[config.mk]
export PLATFORM = sky130hd
export DESIGN_NAME = rolling_hash_pattern_matcher
export DESIGN_NICKNAME = d
export VERILOG_FILES = /design/src/hw/rtl/rhpm_pkg.sv /design/src/hw/rtl/rhpm_cell.sv /design/src/hw/rtl/rolling_hash_pattern_matcher.sv
export VERILOG_INCLUDE_DIRS = /design/src /design/src/hw/rtl
export SDC_FILE = /design/constraint.sdc
export NUM_CORES = 2
export LEC_CHECK = 0
export BUFFER_PORTS_ARGS = -buffer_cell sky130_fd_sc_hd__buf_2
export CAP_MARGIN = 20
export CORE_ASPECT_RATIO = 1.5
export CORE_MARGIN = 3
export CORE_UTILIZATION = 50
export CTS_CLUSTER_SIZE = 12
export DETAILED_ROUTE_END_ITERATION = 16
export GPL_TIMING_DRIVEN = 0
export PLACE_DENSITY = 0.73
export SYNTH_ARGS = -nofsm -noshare
export SYNTH_HDL_FRONTEND = slang
export SYNTH_HIERARCHICAL = 1
export SYNTH_SLANG_ARGS = --single-unit
[constraint.sdc]
create_clock -name i_clk -period 32.2 [get_ports i_clk]
set_clock_uncertainty 0.15 [all_clocks]
set_input_delay 4.83 -clock i_clk [delete_from_list [all_inputs] [get_ports i_clk]]
set_output_delay 4.83 -clock i_clk [all_outputs]
set_load 0.02 [all_outputs]
[src/hw/rtl/rolling_hash_pattern_matcher_macros.svh]
// Assertion macros for the rolling hash pattern matcher.
// Expects i_clk and i_rst_n in the scope of the module that uses them.
`ifndef ROLLING_HASH_PATTERN_MATCHER_MACROS_SVH
`define ROLLING_HASH_PATTERN_MATCHER_MACROS_SVH

// Consequent must hold in the same cycle as the antecedent
`define RHPM_ASSERT_NOW(label, ante, cons, msg) \
    label: assert property (@(posedge i_clk) disable iff (!i_rst_n) (ante) |-> (cons)) \
        else $error(msg);

// Consequent must hold in the cycle after the antecedent
`define RHPM_ASSERT_NEXT(label, ante, cons, msg) \
    label: assert property (@(posedge i_clk) disable iff (!i_rst_n) (ante) |=> (cons)) \
        else $error(msg);

`endif

[src/hw/rtl/rhpm_pkg.sv]
// Shared types, constants and helpers for the rolling hash pattern matcher.
// No dependencies; used by rhpm_cell and rolling_hash_pattern_matcher.
package rhpm_pkg;

    localparam int HASH_W      = 40;   // exact signed hash width
    localparam int TERM_W      = 9;    // signed (code - bias)
    localparam int WEIGHT_W    = 32;   // pattern weight register width
    localparam int FIELD_W     = 20;   // result field width
    localparam int CHAR_BIAS   = 64;
    localparam int PATTERN_LIM = 20;   // largest supported pattern length

    typedef logic signed [HASH_W-1:0] t_hash;
    typedef logic signed [TERM_W-1:0] t_term;

    typedef enum logic [1:0] {
        OP_CLEAR   = 2'd0,
        OP_PATTERN = 2'd1,
        OP_TEXT    = 2'd2,
        OP_RESTART = 2'd3
    } t_opcode;

    typedef struct packed {
        t_opcode    opcode;
        logic [7:0] char_code;
    } t_in_item;

    typedef struct packed {
        logic               match;
        logic [FIELD_W-1:0] start_position;
        logic [FIELD_W-1:0] end_position;
        logic [FIELD_W-1:0] match_count;
        logic               pattern_overflow;
    } t_out_item;

    localparam logic [FIELD_W-1:0] COUNT_MAX = {FIELD_W{1'b1}};

    // Character byte to its signed term
    function automatic t_term to_term(input logic [7:0] c);
        return t_term'({1'b0, c}) - t_term'(CHAR_BIAS);
    endfunction

    // 3^n, for elaboration-time weights only
    function automatic t_hash pow3(input int n);
        t_hash w;
        w = t_hash'(1);
        for (int i = 0; i < PATTERN_LIM; i++) begin
            if (i < n) begin
                w = w * t_hash'(3);
            end
        end
        return w;
    endfunction

endpackage

[src/hw/rtl/rhpm_cell.sv]
// One cell of the matching chain: candidate window at a fixed character offset.
// Depends on rhpm_pkg.
module rhpm_cell #(
    parameter int STAGE = 0
) (
    input  logic           i_clk,
    input  logic           i_shift,
    input  rhpm_pkg::t_term i_term,
    input  rhpm_pkg::t_hash i_acc_prev,
    input  rhpm_pkg::t_hash i_pattern_hash,
    output rhpm_pkg::t_hash o_acc,
    output logic           o_eq
);
    import rhpm_pkg::*;

    // weight of the character at this offset within the window
    localparam t_hash WEIGHT = pow3(STAGE);

    t_hash w_prod;
    t_hash n_acc;
    t_hash r_acc;

    // constant multiply and accumulate onto the neighbour's partial hash
    always_comb begin
        w_prod = t_hash'(i_term) * WEIGHT;
        n_acc  = i_acc_prev + w_prod;
    end

    always_ff @(posedge i_clk) begin
        if (i_shift) begin
            r_acc <= n_acc;
        end
    end

    // only the cell at the pattern length is looked at by the top level
    assign o_eq  = (n_acc == i_pattern_hash);
    assign o_acc = r_acc;

endmodule

[src/hw/rtl/rolling_hash_pattern_matcher.sv]
// Rolling hash pattern matcher: pattern/text characters in, one result item per input item.
// Depends on rhpm_pkg, rhpm_cell and rolling_hash_pattern_matcher_macros.svh.
//
// Takes one item per clock while the output is not stalled and gives its result in the
// next cycle through an output register; a new item is taken in the same cycle the
// waiting result is taken. Each text character advances a chain of MAX_PATTERN cells,
// cell k holding the hash of the candidate window that has seen k+1 characters; all
// cells update in the one cycle (a constant multiply, an add and a compare each), which
// sets the one-item-per-cycle rate. A match is hash equality only. Pattern characters
// (while the pattern is not full) and the restart opcode clear the text scan; clear
// also drops the pattern. There is no clearing pass after reset.
`include "rolling_hash_pattern_matcher_macros.svh"

module rolling_hash_pattern_matcher #(
    parameter int MAX_PATTERN   = 16,
    parameter int POSITION_BITS = 20
) (
    input  logic                i_clk,
    input  logic                i_rst_n,
    input  logic                i_in_valid,
    output logic                o_in_ready,
    input  rhpm_pkg::t_in_item  i_in_data,
    output logic                o_out_valid,
    input  logic                i_out_ready,
    output rhpm_pkg::t_out_item o_out_data
);
    import rhpm_pkg::*;

    localparam int LEN_W = $clog2(MAX_PATTERN + 1);
    localparam logic [POSITION_BITS-1:0] POS_MAX = {POSITION_BITS{1'b1}};
    localparam logic [LEN_W-1:0] LEN_FULL = LEN_W'(MAX_PATTERN);

    // pattern state
    t_hash                  r_pat_hash,   n_pat_hash;
    logic [LEN_W-1:0]       r_pat_len,    n_pat_len;
    logic [WEIGHT_W-1:0]    r_pat_weight, n_pat_weight;
    // text scan state
    logic [POSITION_BITS-1:0] r_text_pos, n_text_pos;
    logic [FIELD_W-1:0]       r_found,    n_found;
    // output register
    logic      r_out_valid;
    t_out_item r_out, n_out;

    logic  w_accept;
    logic  w_shift;
    t_term w_term;

    t_hash                  w_acc [MAX_PATTERN];
    logic [MAX_PATTERN-1:0] w_eq;
    logic [MAX_PATTERN-1:0] w_tap;

    logic signed [TERM_W+WEIGHT_W:0] w_pat_prod;
    logic [POSITION_BITS-1:0]        w_pos_next;
    logic                            w_window_full;
    logic                            w_hit;
    logic [POSITION_BITS-1:0]        w_start;
    logic [POSITION_BITS:0]          w_end_wide;
    logic [POSITION_BITS-1:0]        w_end;
    logic [FIELD_W+POSITION_BITS-1:0] w_start_ext;
    logic [FIELD_W+POSITION_BITS-1:0] w_end_ext;

    // handshake: the output register parts the two sides
    assign o_in_ready  = !r_out_valid || i_out_ready;
    assign w_accept    = i_in_valid && o_in_ready;
    assign w_shift     = w_accept && (i_in_data.opcode == OP_TEXT);
    assign w_term      = to_term(i_in_data.char_code);
    assign o_out_valid = r_out_valid;
    assign o_out_data  = r_out;

    // chain of cells, each handing its partial hash to the next
    for (genvar k = 0; k < MAX_PATTERN; k++) begin : g_cell
        t_hash w_prev;
        if (k == 0) begin : g_first
            assign w_prev = '0;
        end else begin : g_rest
            assign w_prev = w_acc[k-1];
        end
        rhpm_cell #(
            .STAGE (k)
        ) u_cell (
            .i_clk          (i_clk),
            .i_shift        (w_shift),
            .i_term         (w_term),
            .i_acc_prev     (w_prev),
            .i_pattern_hash (r_pat_hash),
            .o_acc          (w_acc[k]),
            .o_eq           (w_eq[k])
        );
        assign w_tap[k] = (r_pat_len == LEN_W'(k + 1));
    end

    // match detection and position arithmetic for a text item
    always_comb begin
        w_pat_prod    = w_term * $signed({1'b0, r_pat_weight});
        w_pos_next    = (r_text_pos == POS_MAX) ? r_text_pos
                                                : r_text_pos + POSITION_BITS'(1);
        w_window_full = ({1'b0, r_text_pos} + (POSITION_BITS+1)'(1))
                        >= (POSITION_BITS+1)'(r_pat_len);
        w_hit         = (r_pat_len != '0) && w_window_full && (|(w_eq & w_tap));
        w_start       = w_pos_next - POSITION_BITS'(r_pat_len) + POSITION_BITS'(1);
        w_end_wide    = {1'b0, w_start} + (POSITION_BITS+1)'(r_pat_len);
        w_end         = (w_end_wide > {1'b0, POS_MAX}) ? POS_MAX
                                                       : w_end_wide[POSITION_BITS-1:0];
        w_start_ext   = {{FIELD_W{1'b0}}, w_start};
        w_end_ext     = {{FIELD_W{1'b0}}, w_end};
    end

    // opcode decode: next state and result item
    always_comb begin
        n_pat_hash   = r_pat_hash;
        n_pat_len    = r_pat_len;
        n_pat_weight = r_pat_weight;
        n_text_pos   = r_text_pos;
        n_found      = r_found;
        n_out        = '0;
        unique case (i_in_data.opcode)
            OP_CLEAR: begin
                n_pat_hash   = '0;
                n_pat_len    = '0;
                n_pat_weight = WEIGHT_W'(1);
                n_text_pos   = '0;
                n_found      = '0;
            end
            OP_PATTERN: begin
                if (r_pat_len == LEN_FULL) begin
                    n_out.pattern_overflow = 1'b1;
                    n_out.match_count      = r_found;
                end else begin
                    n_pat_hash   = r_pat_hash + HASH_W'(w_pat_prod);
                    n_pat_len    = r_pat_len + LEN_W'(1);
                    n_pat_weight = (r_pat_weight << 1) + r_pat_weight;
                    n_text_pos   = '0;
                    n_found      = '0;
                end
            end
            OP_TEXT: begin
                n_text_pos = w_pos_next;
                if (w_hit && (r_found != COUNT_MAX)) begin
                    n_found = r_found + FIELD_W'(1);
                end
                n_out.match_count = n_found;
                if (w_hit) begin
                    n_out.match          = 1'b1;
                    n_out.start_position = w_start_ext[FIELD_W-1:0];
                    n_out.end_position   = w_end_ext[FIELD_W-1:0];
                end
            end
            OP_RESTART: begin
                n_text_pos = '0;
                n_found    = '0;
            end
            default: begin
                n_out = '0;
            end
        endcase
    end

    // state registers
    always_ff @(posedge i_clk) begin
        if (!i_rst_n) begin
            r_pat_hash   <= '0;
            r_pat_len    <= '0;
            r_pat_weight <= WEIGHT_W'(1);
            r_text_pos   <= '0;
            r_found      <= '0;
            r_out_valid  <= 1'b0;
        end else begin
            if (w_accept) begin
                r_pat_hash   <= n_pat_hash;
                r_pat_len    <= n_pat_len;
                r_pat_weight <= n_pat_weight;
                r_text_pos   <= n_text_pos;
                r_found      <= n_found;
                r_out_valid  <= 1'b1;
            end else if (i_out_ready) begin
                r_out_valid  <= 1'b0;
            end
        end
    end

    // result payload
    always_ff @(posedge i_clk) begin
        if (w_accept) begin
            r_out <= n_out;
        end
    end

    // checks
    `RHPM_ASSERT_NOW(a_match_needs_pattern, o_out_valid && o_out_data.match, r_pat_len != '0, "match reported with empty pattern")
    `RHPM_ASSERT_NOW(a_match_counted, o_out_valid && o_out_data.match, o_out_data.match_count != '0, "match reported with zero count")
    `RHPM_ASSERT_NOW(a_overflow_only_full, o_out_valid && o_out_data.pattern_overflow, (r_pat_len == LEN_FULL) && !o_out_data.match, "pattern overflow flagged while pattern not full")
    `RHPM_ASSERT_NEXT(a_clear_resets, w_accept && (i_in_data.opcode == OP_CLEAR), (r_pat_len == '0) && (r_found == '0) && (r_text_pos == '0), "clear left state behind")
    `RHPM_ASSERT_NOW(a_stall_blocks_input, o_out_valid && !i_out_ready, !o_in_ready, "item taken while result stalled")

endmodule
==> out/qor.yml <==
outcome:
  status: "finished, final reports clean"
worst_hold_path:
  hold_class: "reg2reg"
  hold_depth: 2
layout:
  area_growth_pct: 7.624
  layout_common_cells: "inv_1 (2,011), ha_1 (2,010), nand2_1 (965)"
  fin_cells: 17670
  final_common_cell: "inv_1"
  nets: 17240
  final_layout_size_suffix_gt1_share_pct: 6.965
clocking:
  h-tree-depth: 3
  cts-root-buf: "clkbuf_16"
  cts_made_buffers: 92
  cts_tree: "built"
  post_cts_buffers: 0
  cts_hold_buf: 0
  cts_max_path_buffers: 3
  post_cts_resized: 0
  insertion_delay_ns: 0.77
  clkTransAtPathRegs_ns: 0.06
  clock-sinks: 780
routing:
  via_count: 106900
  avgViaCountPerCell: 6.053
  drt_iter0_markers: 8121
  drcViolationCount: 0
  ant_nets: 0
  dr.pass1.iters: 6
  wl_per_cell_um: 23.73
  routed_wirelength_um: 419300
timing:
  fin_crit_ns: 17.46
  setup_violations: 0
  tightest_slew_ns: 1.378
  slew_viol_final: 0
  fmax_ghz: 0.05726
  slew_headroom_pct: 8.125
  hold_viol_final: 0
  post-route-period-util_pct: 54.24
  rsz0062_at_grt: "no"
worst_setup_path:
  worstPathMaxFanout: 30
  max_stage_delay_ns: 0.71
  r2r_cells: 27
  cp-start-kind: "primary input"
  slowest_stage: "o21ai_0"
  worstPathArrival_ns: 17.76
  cp_common_cell: "fa_1"
  path_class: "in2reg"
  required_ns: 32.49
  crit_path_end_kind: "flop"
synthesis:
  syn_inst: 14010
  synth_area_sq_um: 127500
  avgSynthCellArea_sq_um: 9.105
  yosys_warnings: 6
pwr:
  total_power_uw: 14480
  p_comb_share_pct: 80.7
  irDropWorstVdd_uv: 102.1
  swShare_pct: 54.16
  p_sw_uw: 7840
  p_leak_uw: 0.06238
  pwr-share-clk_pct: 7.6
  power.density_nw_per_um2: 105.5
  seq_power_share_pct: 11.7
  p_int_uw: 6637
die:
  dieArea_sq_um: 261300
  die_x_um: 418.4
  initial_core_util_pct: 50.39
  die_height_um: 624.6
  fp-row-count: 226
  ioPinCount: 78
  fp.coreArea_sq_um: 253100
grt:
  grt_start_max_net_pins: 72
  grt.overflow.total: 0
  antenna_found_initial: 9
  grt_pass1_vias: 108800
  grt_pass1_wl_um: 634400
  grt_usage_pct: 31.62
placed_design:
  place.gp.congestion: 0.9878
  portBuffers: 77
  dpl.cell_count: 17500
  hpwl_um: 327500
run:
  cap_viol_max_count: 0
routing by layer:
| layer | share of wire, % | wire length, um | GRT usage [%] | up-vias |
|---|---|---|---|---|
| met5 | 0.0031 | 13 | 0 | - |
| met2 | 48 | 201100 | 54.41 | 4005 |
| li1 | - | - | - | 49430 |
| met3 | 6.3 | 26250 | 4.509 | 1576 |
| met4 | 9.8 | 41150 | 25.81 | 2 |
| met1 | 36 | 150800 | 34.56 | 51940 |
through the flow:
step / utilization, % / worst slack, ns / hold slack, ns / setup TNS [ns] / area [sq um]
2_1_floorplan: - / 6.145 / 0.3218 / 0 / 127700
3_3_place_gp: 52.24 / -6.167 / 0.3569 / -676.99 / 132200
3_5_place_dp: 53.00 / 14.15 / 0.3516 / 0 / 134100
4_1_cts: 54.23 / 14.93 / 0.3614 / 0 / 137200
5_1_grt: 54.23 / 14.41 / 0.3843 / 0 / 137200
6_report: 54.24 / 14.74 / 0.3597 / 0 / 137300
registers in the layout, summed over array words and instances, names as in the netlist:
| signal | cells |
|---|---|
| g_cell.u_cell/o_acc | 600 |
| o_out_data | 62 |
| r_pat_hash | 40 |
| r_pat_weight | 32 |
| r_found | 20 |
| r_text_pos | 20 |
| r_pat_len | 5 |
| o_out_valid | 1 |
final timing paths:
kind	endpoint	slack, ns	startpoint
min	r_pat_hash[4]	0.36	r_pat_hash[4]
max reg2reg	o_out_data[3]	21.99	g_cell[11].u_cell/o_acc[8]
min reg2reg	r_pat_hash[4]	0.36	r_pat_hash[4]
max	o_out_data[3]	14.74	i_in_data[6]
critical path: cells and delay by family:
| family | cells | cell delay [ns] |
|---|---|---|
| muxes | 1 | 0.48 |
| and+or+nand+nor | 9 | 2.99 |
| adders and majority gates | 7 | 3.13 |
| AOI/OAI and AO/OA | 8 | 3.10 |
| buffers and inverters | 12 | 3.01 |
power by group through the flow:
| stage | sequential, uW | combinational [uW] | clock (uW) |
|---|---|---|---|
| global placement | 1760 | 11300 | 0 |
| global route | 1700 | 12800 | 1160 |
| finish | 1690 | 11700 | 1110 |
| floorplan | 1670 | 8530 | 0 |
| CTS | 1690 | 11500 | 1130 |
| detailed placement | 1710 | 11400 | 0 |
cell type report:
cell class	count	area, sq um
multi-input combinational	10720	95140
clock buffer	112	2429
buffer	532	2781
tap	3306	4136
sequential	780	22390
inverter	2013	7556
antenna	6	15.01
timing repair buffer	145	2131
fill	22870	115800
clock inverter	52	678.2
Power figures use the tool's default switching activity.
